**config.mk**
```make
export PLATFORM = sky130hd
export DESIGN_NAME = assembly_line_tokenizer_top_flat
export DESIGN_NICKNAME = d
export VERILOG_FILES = /design/src/sv/altk_pkg.sv /design/src/sv/altk_in_if.sv /design/src/sv/altk_tok_if.sv /design/src/sv/altk_in_stage.sv /design/src/sv/altk_lexer.sv /design/src/sv/altk_out_buf.sv /design/src/sv/assembly_line_tokenizer_top.sv /design/src/flat_wrapper.sv
export VERILOG_INCLUDE_DIRS = /design/src /design/src/sv
export SDC_FILE = /design/constraint.sdc
export NUM_CORES = 1
export LEC_CHECK = 0
export BUFFER_PORTS_ARGS = -buffer_cell sky130_fd_sc_hd__buf_2
export CAP_MARGIN = 20
export CORE_UTILIZATION = 40
export CTS_CLUSTER_DIAMETER = 100
export CTS_CLUSTER_SIZE = 10
export DETAILED_ROUTE_END_ITERATION = 12
export HOLD_SLACK_MARGIN = 0.02
export PLACE_DENSITY = 0.68
export SETUP_SLACK_MARGIN = 0.2
export SYNTH_ARGS = -nofsm -noshare
export SYNTH_HDL_FRONTEND = slang
export SYNTH_SLANG_ARGS = --single-unit
```
**constraint.sdc**
```tcl
create_clock -name clk -period 2.8 [get_ports clk]
set_input_delay 0.14 -clock clk [delete_from_list [all_inputs] [get_ports clk]]
set_output_delay 0.14 -clock clk [all_outputs]
set_load 0.03 [all_outputs]
```
**src/sv/assert_macros.svh**
```systemverilog
// ----------------------------------------------------------------------------
// Assertion macros
// Shared concurrent assertion forms. The enclosing module provides clk and rst.
// ----------------------------------------------------------------------------
`ifndef ASSERT_MACROS_SVH
`define ASSERT_MACROS_SVH

// Same-cycle implication, disabled during reset.
`define ALTK_CHECK(lbl, ante, cons, msg) \
  lbl: assert property (@(posedge clk) disable iff (rst) (ante) |-> (cons)) \
    else $error(msg);

// Next-cycle implication, disabled during reset.
`define ALTK_CHECK_NEXT(lbl, ante, cons, msg) \
  lbl: assert property (@(posedge clk) disable iff (rst) (ante) |=> (cons)) \
    else $error(msg);

`endif

```
**src/sv/altk_pkg.sv**
```systemverilog
// ----------------------------------------------------------------------------
// altk_pkg
// Types, character codes and the byte classifier of the assembly line tokenizer.
// ----------------------------------------------------------------------------
package altk_pkg;

  localparam int MAX_TOKENS = 16;
  localparam int CNT_W      = $clog2(MAX_TOKENS + 1);

  localparam logic [7:0] POS_MAX  = 8'hFF;
  localparam logic [7:0] MIN_LINE = 8'd2;

  localparam logic [7:0] CH_NL    = 8'h0A;
  localparam logic [7:0] CH_TAB   = 8'h09;
  localparam logic [7:0] CH_SPACE = 8'h20;
  localparam logic [7:0] CH_EQ    = 8'h3D;
  localparam logic [7:0] CH_PLUS  = 8'h2B;
  localparam logic [7:0] CH_MINUS = 8'h2D;
  localparam logic [7:0] CH_STAR  = 8'h2A;
  localparam logic [7:0] CH_SLASH = 8'h2F;
  localparam logic [7:0] CH_AMP   = 8'h26;
  localparam logic [7:0] CH_PIPE  = 8'h7C;
  localparam logic [7:0] CH_CARET = 8'h5E;
  localparam logic [7:0] CH_COMMA = 8'h2C;
  localparam logic [7:0] CH_SEMI  = 8'h3B;
  localparam logic [7:0] CH_LPAR  = 8'h28;
  localparam logic [7:0] CH_RPAR  = 8'h29;
  localparam logic [7:0] CH_LBRK  = 8'h5B;
  localparam logic [7:0] CH_RBRK  = 8'h5D;
  localparam logic [7:0] CH_LBRC  = 8'h7B;
  localparam logic [7:0] CH_RBRC  = 8'h7D;

  // Class of the open token.
  typedef enum logic [1:0] {
    CLS_WORD  = 2'd0,
    CLS_SYM   = 2'd1,
    CLS_PUNCT = 2'd2
  } cls_t;

  // Kind of an incoming byte within a line.
  typedef enum logic [1:0] {
    KIND_WORD  = 2'd0,
    KIND_SYM   = 2'd1,
    KIND_PUNCT = 2'd2,
    KIND_SPACE = 2'd3
  } kind_t;

  typedef struct packed {
    logic  eol;
    kind_t kind;
  } item_t;

  typedef struct packed {
    logic  valid;
    item_t item;
  } stage_t;

  typedef struct packed {
    logic       token_valid;
    logic [7:0] token_offset;
    logic [7:0] token_length;
    logic [3:0] token_index;
    logic       line_done;
    logic       table_overflow;
    logic       line_too_long;
  } result_t;

  typedef struct packed {
    logic    push;
    result_t res;
  } push_t;

  function automatic kind_t classify(input logic [7:0] c);
    kind_t k;
    unique case (c) inside
      CH_SPACE, CH_TAB:
        k = KIND_SPACE;
      CH_COMMA, CH_SEMI, CH_LPAR, CH_RPAR, CH_LBRK, CH_RBRK, CH_LBRC, CH_RBRC:
        k = KIND_PUNCT;
      CH_EQ, CH_PLUS, CH_MINUS, CH_STAR, CH_SLASH, CH_AMP, CH_PIPE, CH_CARET:
        k = KIND_SYM;
      default:
        k = KIND_WORD;
    endcase
    return k;
  endfunction

endpackage

```
**src/sv/altk_in_if.sv**
```systemverilog
// ----------------------------------------------------------------------------
// altk_in_if
// Source byte channel: valid/ready handshake with action and byte payload.
// ----------------------------------------------------------------------------
interface altk_in_if;
  logic       valid;
  logic       ready;
  logic       action;
  logic [7:0] char_in;

  modport source(output valid, action, char_in, input ready);
  modport sink(input valid, action, char_in, output ready);
endinterface

```
**src/sv/altk_tok_if.sv**
```systemverilog
// ----------------------------------------------------------------------------
// altk_tok_if
// Token result channel: valid/ready handshake with one token or line end.
// ----------------------------------------------------------------------------
interface altk_tok_if;
  logic       valid;
  logic       ready;
  logic       token_valid;
  logic [7:0] token_offset;
  logic [7:0] token_length;
  logic [3:0] token_index;
  logic       line_done;
  logic       table_overflow;
  logic       line_too_long;

  modport source(output valid, token_valid, token_offset, token_length, token_index,
                 line_done, table_overflow, line_too_long, input ready);
  modport sink(input valid, token_valid, token_offset, token_length, token_index,
               line_done, table_overflow, line_too_long, output ready);
endinterface

```
**src/sv/altk_in_stage.sv**
```systemverilog
// ----------------------------------------------------------------------------
// altk_in_stage
// Input register: captures one source beat and its decoded byte kind.
// ----------------------------------------------------------------------------
module altk_in_stage (
  input  logic            clk,
  input  logic            rst,
  altk_in_if.sink         feed,
  input  logic            take,
  output altk_pkg::stage_t stage
);

  logic            valid;
  altk_pkg::item_t item;
  logic            accept;

  // Refill in the same cycle the held beat moves on.
  assign feed.ready = !valid || take;
  assign accept     = feed.valid && feed.ready;

  always_ff @(posedge clk) begin
    if (rst) begin
      valid <= 1'b0;
    end else if (accept) begin
      valid <= 1'b1;
    end else if (take) begin
      valid <= 1'b0;
    end
  end

  always_ff @(posedge clk) begin
    if (accept) begin
      item.eol  <= feed.action || (feed.char_in == altk_pkg::CH_NL);
      item.kind <= altk_pkg::classify(feed.char_in);
    end
  end

  assign stage.valid = valid;
  assign stage.item  = item;

endmodule

```
**src/sv/altk_lexer.sv**
```systemverilog
// ----------------------------------------------------------------------------
// altk_lexer
// Line state and token boundary logic; one byte per cycle while the result buffer is not full.
// ----------------------------------------------------------------------------
`include "assert_macros.svh"

module altk_lexer (
  input  logic             clk,
  input  logic             rst,
  input  altk_pkg::stage_t stage,
  input  logic             full,
  output logic             take,
  output altk_pkg::push_t  wr
);

  logic [7:0]                 line_position, line_position_next;
  logic [7:0]                 open_token_start, open_token_start_next;
  logic                       token_open, token_open_next;
  altk_pkg::cls_t             open_token_class, open_token_class_next;
  logic [altk_pkg::CNT_W-1:0] tokens_in_line, tokens_in_line_next;
  logic                       overflow_seen, overflow_seen_next;
  logic                       too_long_seen, too_long_seen_next;

  logic       at_max;
  logic       close;
  logic       open_new;
  altk_pkg::cls_t new_cls;
  logic       room;
  logic       keep;
  logic       drop;
  logic [7:0] length;

  assign take   = stage.valid && !full;
  assign at_max = (line_position == altk_pkg::POS_MAX);
  assign room   = (tokens_in_line < altk_pkg::CNT_W'(altk_pkg::MAX_TOKENS));
  assign length = line_position - open_token_start;

  // Token boundary decision.
  always_comb begin
    close    = 1'b0;
    open_new = 1'b0;
    new_cls  = altk_pkg::CLS_WORD;
    if (stage.item.eol) begin
      close = token_open && (line_position >= altk_pkg::MIN_LINE);
    end else begin
      unique case (stage.item.kind)
        altk_pkg::KIND_SPACE: begin
          close = token_open;
        end
        altk_pkg::KIND_PUNCT: begin
          close    = token_open;
          open_new = 1'b1;
          new_cls  = altk_pkg::CLS_PUNCT;
        end
        altk_pkg::KIND_SYM: begin
          // extend a running symbol token
          if (!(token_open && open_token_class == altk_pkg::CLS_SYM)) begin
            close    = token_open;
            open_new = 1'b1;
            new_cls  = altk_pkg::CLS_SYM;
          end
        end
        altk_pkg::KIND_WORD: begin
          if (!token_open) begin
            open_new = 1'b1;
          end else if (open_token_class != altk_pkg::CLS_WORD) begin
            close    = 1'b1;
            open_new = 1'b1;
          end
        end
        default: begin
          close = 1'b0;
        end
      endcase
    end
  end

  assign keep = close && room;
  assign drop = close && !room;

  // Result beat.
  always_comb begin
    wr.push               = take && (stage.item.eol || keep);
    wr.res.token_valid    = keep;
    wr.res.token_offset   = keep ? open_token_start : 8'd0;
    wr.res.token_length   = keep ? length : 8'd0;
    wr.res.token_index    = keep ? 4'(tokens_in_line) : 4'd0;
    wr.res.line_done      = stage.item.eol;
    wr.res.table_overflow = overflow_seen || drop;
    wr.res.line_too_long  = too_long_seen || (!stage.item.eol && at_max);
  end

  // Next line state.
  always_comb begin
    if (stage.item.eol) begin
      line_position_next    = 8'd0;
      open_token_start_next = 8'd0;
      token_open_next       = 1'b0;
      open_token_class_next = altk_pkg::CLS_WORD;
      tokens_in_line_next   = '0;
      overflow_seen_next    = 1'b0;
      too_long_seen_next    = 1'b0;
    end else begin
      line_position_next    = at_max ? altk_pkg::POS_MAX : line_position + 8'd1;
      open_token_start_next = open_new ? line_position : open_token_start;
      open_token_class_next = open_new ? new_cls : open_token_class;
      token_open_next       = open_new || (token_open && !close &&
                                           stage.item.kind != altk_pkg::KIND_SPACE);
      tokens_in_line_next   = tokens_in_line + altk_pkg::CNT_W'(keep);
      overflow_seen_next    = overflow_seen || drop;
      too_long_seen_next    = too_long_seen || at_max;
    end
  end

  always_ff @(posedge clk) begin
    if (rst) begin
      line_position    <= 8'd0;
      open_token_start <= 8'd0;
      token_open       <= 1'b0;
      open_token_class <= altk_pkg::CLS_WORD;
      tokens_in_line   <= '0;
      overflow_seen    <= 1'b0;
      too_long_seen    <= 1'b0;
    end else if (take) begin
      line_position    <= line_position_next;
      open_token_start <= open_token_start_next;
      token_open       <= token_open_next;
      open_token_class <= open_token_class_next;
      tokens_in_line   <= tokens_in_line_next;
      overflow_seen    <= overflow_seen_next;
      too_long_seen    <= too_long_seen_next;
    end
  end

  `ALTK_CHECK_NEXT(a_line_clear, take && stage.item.eol, (line_position == 8'd0) && !token_open && (tokens_in_line == '0), "line state not cleared after line end")
  `ALTK_CHECK(a_mid_push_token, wr.push && !stage.item.eol, wr.res.token_valid, "mid-line result without a token")

endmodule

```
**src/sv/altk_out_buf.sv**
```systemverilog
// ----------------------------------------------------------------------------
// altk_out_buf
// Two-entry result buffer that decouples the lexer from the result sink.
// ----------------------------------------------------------------------------
`include "assert_macros.svh"

module altk_out_buf (
  input  logic            clk,
  input  logic            rst,
  input  altk_pkg::push_t wr,
  output logic            full,
  altk_tok_if.source      tokens
);

  altk_pkg::result_t mem [2];
  logic              wr_ptr;
  logic              rd_ptr;
  logic [1:0]        count;
  logic              pop;
  altk_pkg::result_t head;

  assign full = (count == 2'd2);
  assign pop  = tokens.valid && tokens.ready;

  always_ff @(posedge clk) begin
    if (rst) begin
      wr_ptr <= 1'b0;
      rd_ptr <= 1'b0;
      count  <= 2'd0;
    end else begin
      if (wr.push) begin
        wr_ptr <= !wr_ptr;
      end
      if (pop) begin
        rd_ptr <= !rd_ptr;
      end
      if (wr.push && !pop) begin
        count <= count + 2'd1;
      end else if (pop && !wr.push) begin
        count <= count - 2'd1;
      end
    end
  end

  always_ff @(posedge clk) begin
    if (wr.push) begin
      mem[wr_ptr] <= wr.res;
    end
  end

  assign head                  = mem[rd_ptr];
  assign tokens.valid          = (count != 2'd0);
  assign tokens.token_valid    = head.token_valid;
  assign tokens.token_offset   = head.token_offset;
  assign tokens.token_length   = head.token_length;
  assign tokens.token_index    = head.token_index;
  assign tokens.line_done      = head.line_done;
  assign tokens.table_overflow = head.table_overflow;
  assign tokens.line_too_long  = head.line_too_long;

  `ALTK_CHECK(a_no_push_full, full, !wr.push, "result beat pushed into full buffer")
  `ALTK_CHECK_NEXT(a_pop_drains, pop && !wr.push, count == $past(count) - 2'd1, "buffer count did not drop on pop")

endmodule

```
**src/sv/assembly_line_tokenizer_top.sv**
```systemverilog
// ----------------------------------------------------------------------------
// assembly_line_tokenizer_top
// Splits assembly source bytes into lines and tokens, one byte per beat.
// ----------------------------------------------------------------------------
// Takes one source byte (or an end-of-data beat) every cycle while not stalled
// and returns at most one result per input beat: a finished token as offset
// and length in its line, or a line-end beat. An accepted beat is held in the
// input register while the lexer, whose line state update sets the rate of one
// byte per clock, writes its result into a two-entry result buffer, from which
// it is presented at the output. The buffer lets input continue while a result
// waits to be taken; input stalls only when that buffer is full and the input
// register already holds a beat.
module assembly_line_tokenizer_top (
  input  logic       clk,
  input  logic       rst,
  altk_in_if.sink    feed,
  altk_tok_if.source tokens
);

  altk_pkg::stage_t stage;
  altk_pkg::push_t  wr;
  logic             take;
  logic             full;

  altk_in_stage u_in_stage (
    .clk   (clk),
    .rst   (rst),
    .feed  (feed),
    .take  (take),
    .stage (stage)
  );

  altk_lexer u_lexer (
    .clk   (clk),
    .rst   (rst),
    .stage (stage),
    .full  (full),
    .take  (take),
    .wr    (wr)
  );

  altk_out_buf u_out_buf (
    .clk    (clk),
    .rst    (rst),
    .wr     (wr),
    .full   (full),
    .tokens (tokens)
  );

endmodule
```
**src/flat_wrapper.sv**
```systemverilog
// flat-port wrapper written by rule: the top's interface ports become plain ports
module assembly_line_tokenizer_top_flat 
  (clk, rst, feed_valid, feed_action, feed_char_in, feed_ready, tokens_valid, tokens_token_valid, tokens_token_offset, tokens_token_length, tokens_token_index, tokens_line_done, tokens_table_overflow, tokens_line_too_long, tokens_ready);
  altk_in_if feed_i ();
  altk_tok_if tokens_i ();
  input  logic clk;
  input  logic rst;
  input wire logic [$bits(feed_i.valid)-1:0] feed_valid;
  input wire logic [$bits(feed_i.action)-1:0] feed_action;
  input wire logic [$bits(feed_i.char_in)-1:0] feed_char_in;
  output wire logic [$bits(feed_i.ready)-1:0] feed_ready;
  output wire logic [$bits(tokens_i.valid)-1:0] tokens_valid;
  output wire logic [$bits(tokens_i.token_valid)-1:0] tokens_token_valid;
  output wire logic [$bits(tokens_i.token_offset)-1:0] tokens_token_offset;
  output wire logic [$bits(tokens_i.token_length)-1:0] tokens_token_length;
  output wire logic [$bits(tokens_i.token_index)-1:0] tokens_token_index;
  output wire logic [$bits(tokens_i.line_done)-1:0] tokens_line_done;
  output wire logic [$bits(tokens_i.table_overflow)-1:0] tokens_table_overflow;
  output wire logic [$bits(tokens_i.line_too_long)-1:0] tokens_line_too_long;
  input wire logic [$bits(tokens_i.ready)-1:0] tokens_ready;
  assign feed_i.valid = feed_valid;
  assign feed_i.action = feed_action;
  assign feed_i.char_in = feed_char_in;
  assign feed_ready = feed_i.ready;
  assign tokens_valid = tokens_i.valid;
  assign tokens_token_valid = tokens_i.token_valid;
  assign tokens_token_offset = tokens_i.token_offset;
  assign tokens_token_length = tokens_i.token_length;
  assign tokens_token_index = tokens_i.token_index;
  assign tokens_line_done = tokens_i.line_done;
  assign tokens_table_overflow = tokens_i.table_overflow;
  assign tokens_line_too_long = tokens_i.line_too_long;
  assign tokens_i.ready = tokens_ready;
  assembly_line_tokenizer_top u_core (.clk(clk), .rst(rst), .feed(feed_i), .tokens(tokens_i));
endmodule
```
==> results.yml, run 1 <==
drt:
  num_vias: 2823
  wl_um: 7950
  drtPass1Iterations: 4
  wl_per_cell_um: 14.9
  drc: 0
  drtIter0Drc: 124
  via_per_inst: 5.28
  postRouteAntennaNets: 0
floorplan:
  rows: 36
  core-area_mm2: 0.00973
  die-area_mm2: 0.0104
  dieHeight_um: 102
  die-width_um: 102
  io-pin-count: 39
  start_util: 0.412
cts:
  clk_pin_slew_ps: 90
  worstSkewPairLatency_ps: 360
  cts_made_buffers: 9
  cts.sinks: 83
  clockRootBuffer: "clkbuf_8"
  cts_max_level: 3
  cts_tree: "yes"
  clockBufferDepth: 2
yosys:
  synth-seq-cells: 83
  synth_top_family_by_area: "simple AND/OR/NAND/NOR gates"
  synth_area_leaders: "edfxtp_1, dfxtp_1, mux2_2, ha_1, nor2_1"
  synthAdderAreaFrac: 0.0424
  syn-num-nets: 375
  synth-seq-area-share: 0.542
  synth_area_leader_cell: "edfxtp_1"
  synth_xor_xnor_area_share: 0.0218
  async_flop_share: 0
  yosysTopAreaCellShare: 0.382
  synth.most_common_cell: "edfxtp_1"
  synth-compound-area-share: 0.124
  synth_ff_type: "edfxtp_1"
  synthMuxAreaShare: 0.0762
  synth_simple_gate_area_frac: 0.163
  netlist_top_cells_count: "edfxtp_1, dfxtp_1, nor2_1"
  avgSynthCellArea_um2: 11.5
  ys_types: 59
  syn_inst: 349
  syn_area_mm2: 0.00401
  synth_edf_count: 51
  ys_warn_count: 0
setup_path:
  cpMostUsedCell: "ha_1"
  critPathBufInv: 1
  r2r_cells: 10
  crit_slowest_cell: "or4_4"
  required_ps: 3050
  cpLargestDelayFamily: "simple AND/OR/NAND/NOR gates"
  crit_path_cell_trace: "or4_4 -> nor4_4 -> or3_1 -> inv_2 -> ha_1 -> ha_1 -> and2_1 -> nand4_1 -> xor2_1 -> nor2_1"
  r2r-start: "u_core.u_lexer.line_position[7]"
  rrSetupSlack_ps: 340
  cpPeakStageDelay_ps: 560
  cp-end-kind: "flop"
  crit_type: "reg -> reg"
  arrival_ps: 2710
  timing.rr.end: "u_core.u_lexer.tokens_in_line[4]"
  cp_max_fo: 9
  critPathLaunchType: "flop"
timing:
  rsz0062_at_grt: "false"
  slew_viol_final: 0
  whs_ps: 66.4
  finalClockSkew_ps: 8.62
  min_period_ps: 2460
  tightestPinTransition_ps: 645
  fin_crit_sh: 0.880
  setup_tns_ps: 0
  setup_viol: 0
  max-slew-margin-rel: 0.566
  hold_violations: 0
  max_freq_mhz: 406
hold_path:
  worstHoldPathType: "in -> reg"
  hold_start: "feed_action"
  whs_endpoint: "u_core.u_in_stage.stage[2]"
  hold_depth: 2
placement:
  port_buffers: 38
  dp.final_hpwl_um: 5590
  place_congestion: 0.852
  place_area_mm2: 0.00442
final_layout:
  syn_to_final_growth_pct: 15.8
  nets: 423
  utilization: 0.477
  final_layout_size_suffix_gt1_frac: 0.254
  design_area_mm2: 0.00464
  n_antenna_cell: 0
  fillers: 910
power:
  peakVddDrop_v: 0.000218
  power.density_mw_per_mm2: 660
  power.total_uw: 3060
  power_leakage_uw: 0.00171
grt:
  grt-ovfl-total: 0
  grt_pass1_wl_um: 13300
  grt_util_all_layers: 0.165
  grt_start_max_net_pins: 25
  grt_pass1_vias: 2829
  antenna_found_initial: 0
outcome:
  status: "complete, no violations"
flow_run:
  max_cap_violations: 0
placed cells by master, fill, tap and decap left out, types with 10 or more instances in the layout:
cell      count
edfxtp_1     51
buf_2        38
dfxtp_1      32
nor2_1       31
mux2_2       24
nand2_1      19
inv_1        18
ha_1         12
and2_1       10
a21oi_1      10
through the flow:
step                      worst slack [ps]  std cells
after floorplan                        296        349
after global placement                 408        518
after detailed placement               313        518
after CTS                              292        535
after global routing                   207        535
final                                  337        535
final cells by class:
type	instances	area, um2	share of cell area
clock buffers	9	124	0.0267
clock inverters	7	73.8	0.0159
inverters	19	71.3	0.0154
multi-input cells	234	1730	0.372
flip-flops and latches	83	2170	0.468
well taps	133	166	0.0359
repair buffers	50	308	0.0663
cell families after synthesis:
kind of cell,count (synthesis)
buffers and inverters,32
AND/OR/NAND/NOR,120
multiplexers,27
flip-flops,83
XOR/XNOR,10
adder cells (fa/ha/maj),13
AO/OA/AOI/OAI,64
registers in the layout, indices dropped and copies added, names as in the netlist, named ones only:
signal                           cells
u_core.u_out_buf.mem                48
u_core.u_lexer.line_position         8
u_core.u_lexer.open_token_start      8
u_core.u_lexer.tokens_in_line        5
u_core.u_in_stage.stage              3
u_core.u_lexer.open_token_class      2
u_core.u_out_buf.count               2
u_core.u_in_stage.valid              1
u_core.u_lexer.overflow_seen         1
u_core.u_lexer.token_open            1
u_core.u_lexer.too_long_seen         1
u_core.u_out_buf.rd_ptr              1
u_core.u_out_buf.wr_ptr              1
where the power goes:
part / total, uW / switching (uW) / internal [uW] / leakage, uW
registers: 1400 / 41.9 / 1360 / 0.000721
logic: 789 / 504 / 285 / 0.000888
clock network: 869 / 452 / 417 / 0.000100
total: 3060 / 998 / 2060 / 0.00171
per-layer routing:
| layer | wire length, um | share of wire | global-route usage |
|---|---|---|---|
| met3 | 346 | 0.044 | 0.0363 |
| met2 | 3810 | 0.48 | 0.282 |
| met4 | 208 | 0.026 | 0.0813 |
| met1 | 3580 | 0.45 | 0.197 |
| met5 | 0 | 0 | 0 |
how the worst max path moves through the flow:
stage / slack (ps) / depth (start not counted) / end / start
floorplan: 300 / 5 / u_core.u_out_buf.mem[0][0] / u_core.u_in_stage.stage[2]
global placement: 410 / 10 / u_core.u_lexer.tokens_in_line[4] / u_core.u_lexer.line_position[7]
detailed placement: 310 / 7 / u_core.u_out_buf.count[1] / u_core.u_in_stage.stage[2]
CTS: 290 / 7 / u_core.u_out_buf.count[1] / u_core.u_in_stage.stage[2]
global route: 210 / 10 / u_core.u_lexer.tokens_in_line[4] / u_core.u_in_stage.stage[0]
finish: 340 / 10 / u_core.u_lexer.tokens_in_line[4] / u_core.u_lexer.line_position[7]
what timing repair did:
action / in CTS / in global routing
hold endpoints to repair: 1 / 0
resized for setup: 0 / 1
setup buffers: 0 / 0
hold buffers: 1 / 0
endpoints found under the setup margin: 0 / 1
Power figures use the tool's default switching activity.
==> run 2, diff against run 1 <==
Settings changed: PLACE_DENSITY 0.68 to 0.66, SYNTH_HIERARCHICAL from default to 1.
Clock period 2.8 ns to 2.98 ns, I/O delays scaled along.
==> run 2 against run 1 <==
Non-clock buffer count decreased by 5; clock power decreased by 14%; cell area decreased by 2.5%; utilization decreased by 1.4 points; clock-buffer cell count increased by 1; wire length decreased by 2.8%; synthesized area increased by 0.28%; largest cell class unchanged; critical path type unchanged; critical path depth decreased by 1; critical endpoint is now u_core/u_out_buf/count[1].
==> results.yml, run 2 <==
flow_run:
  max_cap_violations: 0
drt:
  drtIter0Drc: 216
  wl_um: 7720
  postRouteAntennaNets: 0
  wl_per_cell_um: 14.5
  drc: 0
  num_vias: 2821
  drtPass1Iterations: 5
  via_per_inst: 5.30
floorplan:
  rows: 36
  die-width_um: 102
  io-pin-count: 39
  dieHeight_um: 102
  core-area_mm2: 0.00977
  start_util: 0.411
  die-area_mm2: 0.0105
timing:
  setup_tns_ps: 0
  tightestPinTransition_ps: 539
  max_freq_mhz: 393
  whs_ps: 41.9
  finalClockSkew_ps: 13.2
  rsz0062_at_grt: "false"
  hold_violations: 0
  max-slew-margin-rel: 0.640
  fin_crit_sh: 0.855
  min_period_ps: 2550
  setup_viol: 0
  slew_viol_final: 0
setup_path:
  arrival_ps: 2830
  cp-end-kind: "flop"
  required_ps: 3260
  r2r-start: "u_core/u_lexer/line_position[1]"
  cp-startpoint: "u_core/u_lexer/line_position[1]"
  crit_type: "reg -> reg"
  r2r_cells: 9
  timing.rr.end: "u_core/u_out_buf/count[1]"
  critPathLaunchType: "flop"
  endpoint: "u_core/u_out_buf/count[1]"
  rrSetupSlack_ps: 430
  cp_max_fo: 9
final_layout:
  n_antenna_cell: 0
  layout_common_cells: "edfxtp_1, buf_2, nor2_1, dfxtp_1, mux2_2"
  syn_to_final_growth_pct: 12.5
  utilization: 0.463
  layout_commonest_cell: "edfxtp_1"
  nets: 420
  multiInputGateArea_mm2: 0.00167
  fillers: 893
  top_register: "u_core/u_out_buf/mem"
  largest_reg_flops: 48
  final_layout_size_suffix_gt1_frac: 0.246
  ff_latch_area_mm2: 0.00217
  design_area_mm2: 0.00452
  reg.largest.list: "u_core/u_out_buf/mem (48), u_core/u_lexer/line_position (8), u_core/u_lexer/open_token_start (8)"
outcome:
  status: "complete, no violations"
yosys:
  synth.most_common_cell: "edfxtp_1"
  syn_inst: 355
  synth-seq-cells: 83
  synth_area_leaders: "edfxtp_1, dfxtp_1, mux2_2, ha_1, nor2_1"
  syn-num-nets: 381
  async_flop_share: 0
  ys_warn_count: 6
  synth_ff_type: "edfxtp_1"
  synth_area_leader_cell: "edfxtp_1"
  synth-seq-area-share: 0.540
  synth_edf_count: 51
  yosysTopAreaCellShare: 0.381
  netlist_top_cells_count: "edfxtp_1, dfxtp_1, nor2_1"
  syn_area_mm2: 0.00402
  avgSynthCellArea_um2: 11.3
  ys_types: 63
grt:
  antenna_found_initial: 0
  grtUsageMet1: 0.200
  grt_util_met3: 0.0301
  grt_pass1_wl_um: 12400
  grt-ovfl-total: 0
  grt_start_max_net_pins: 25
  use_met2: 0.258
  grt_util_all_layers: 0.154
  grt_busiest_layer: "met2"
  grt_pass1_vias: 2594
cts:
  cts_tree: "yes"
  clockBufferDepth: 2
  cts_setup_buffers: 0
  cts_made_buffers: 9
  clockRootBuffer: "clkbuf_8"
  clk_pin_slew_ps: 90
  cts_max_level: 3
  hold_buffers: 0
  cts.sinks: 83
  worstSkewPairLatency_ps: 350
  cts_resized: 0
placement:
  dp.final_hpwl_um: 5300
  place_congestion: 0.796
  port_buffers: 38
  place_area_mm2: 0.00433
hold_path:
  worstHoldPathType: "in -> reg"
power:
  peakVddDrop_v: 0.000229
  power_leakage_uw: 0.00163
  power.density_mw_per_mm2: 620
[run 2: cell count changes in the layout (fill, tap and decap cells not counted), sizes merged, moves of 3 or more]
cell and delta:
o21ai +5, a32o -3, a21o -3, a22o -8, nor4 -4, a21oi +3
buf -4, o32ai +3, a41oi +3, nand3 -3
[run 2: power breakdown]
group	total, uW	internal, uW	leakage (uW)	switching [uW]
Clock	744	333	0.0000933	412
Sequential	1320	1290	0.000741	38.9
Combinational	735	268	0.000796	466
Total	2800	1890	0.00163	917
[run 2: area by class of cell]
cell class | count | share of cell area
flip-flops and latches | 83 | 0.480
inverters | 22 | 0.0183
multi-input cells | 233 | 0.370
clock inverters | 6 | 0.0105
well taps | 133 | 0.0368
clock buffers | 10 | 0.0304
repair buffers | 45 | 0.0537
[run 2: how the worst min path moves through the flow]
| stage | from | endpoint | slack (ps) | cells past startpoint |
|---|---|---|---|---|
| after detailed placement | feed_valid | u_core/u_in_stage/valid | 410 | 3 |
| after global placement | feed_valid | u_core/u_in_stage/valid | 400 | 3 |
| after CTS | feed_valid | u_core/u_in_stage/valid | 30 | 3 |
| after global routing | feed_valid | u_core/u_in_stage/valid | 40 | 3 |
| after floorplan | rst | u_core/u_in_stage/valid | 220 | 1 |
| final | feed_valid | u_core/u_in_stage/valid | 40 | 3 |
[run 2: cells by family after synthesis]
family / count (synthesis) / synth area share
buf+inv: 39 / 0.0458
fa+ha+maj: 13 / 0.0423
simple gates: 114 / 0.153
compound gates: 68 / 0.120
xor+xnor: 11 / 0.0240
mux: 27 / 0.0750
flops: 83 / 0.540
[run 2: critical path, stage by stage, from the launching register on]
cell and delay (ps):
dfxtp_1 530, ha_1 210, nor2b_1 50, and4_1 190, or3_1 350, inv_2 160, o21a_1 200, ha_1 280
or3_1 360, a21oi_1 140
[run 2: metal layers]
| layer | part of all wire | vias to the layer above | wire length (um) |
|---|---|---|---|
| met1 | 0.48 | 1361 | 3730 |
| li1 | - | 1391 | - |
| met5 | 0 | - | 0 |
| met4 | 0.011 | 0 | 87 |
| met2 | 0.47 | 61 | 3650 |
| met3 | 0.033 | 8 | 256 |
[run 2: per-stage QoR]
step / total power (uW) / instances / setup slack [ps]
floorplan: 1910 / 355 / 338
global placement: 2080 / 516 / 556
detailed placement: 2090 / 516 / 457
CTS: 2830 / 532 / 418
global route: 2940 / 532 / 248
finish: 2800 / 532 / 433
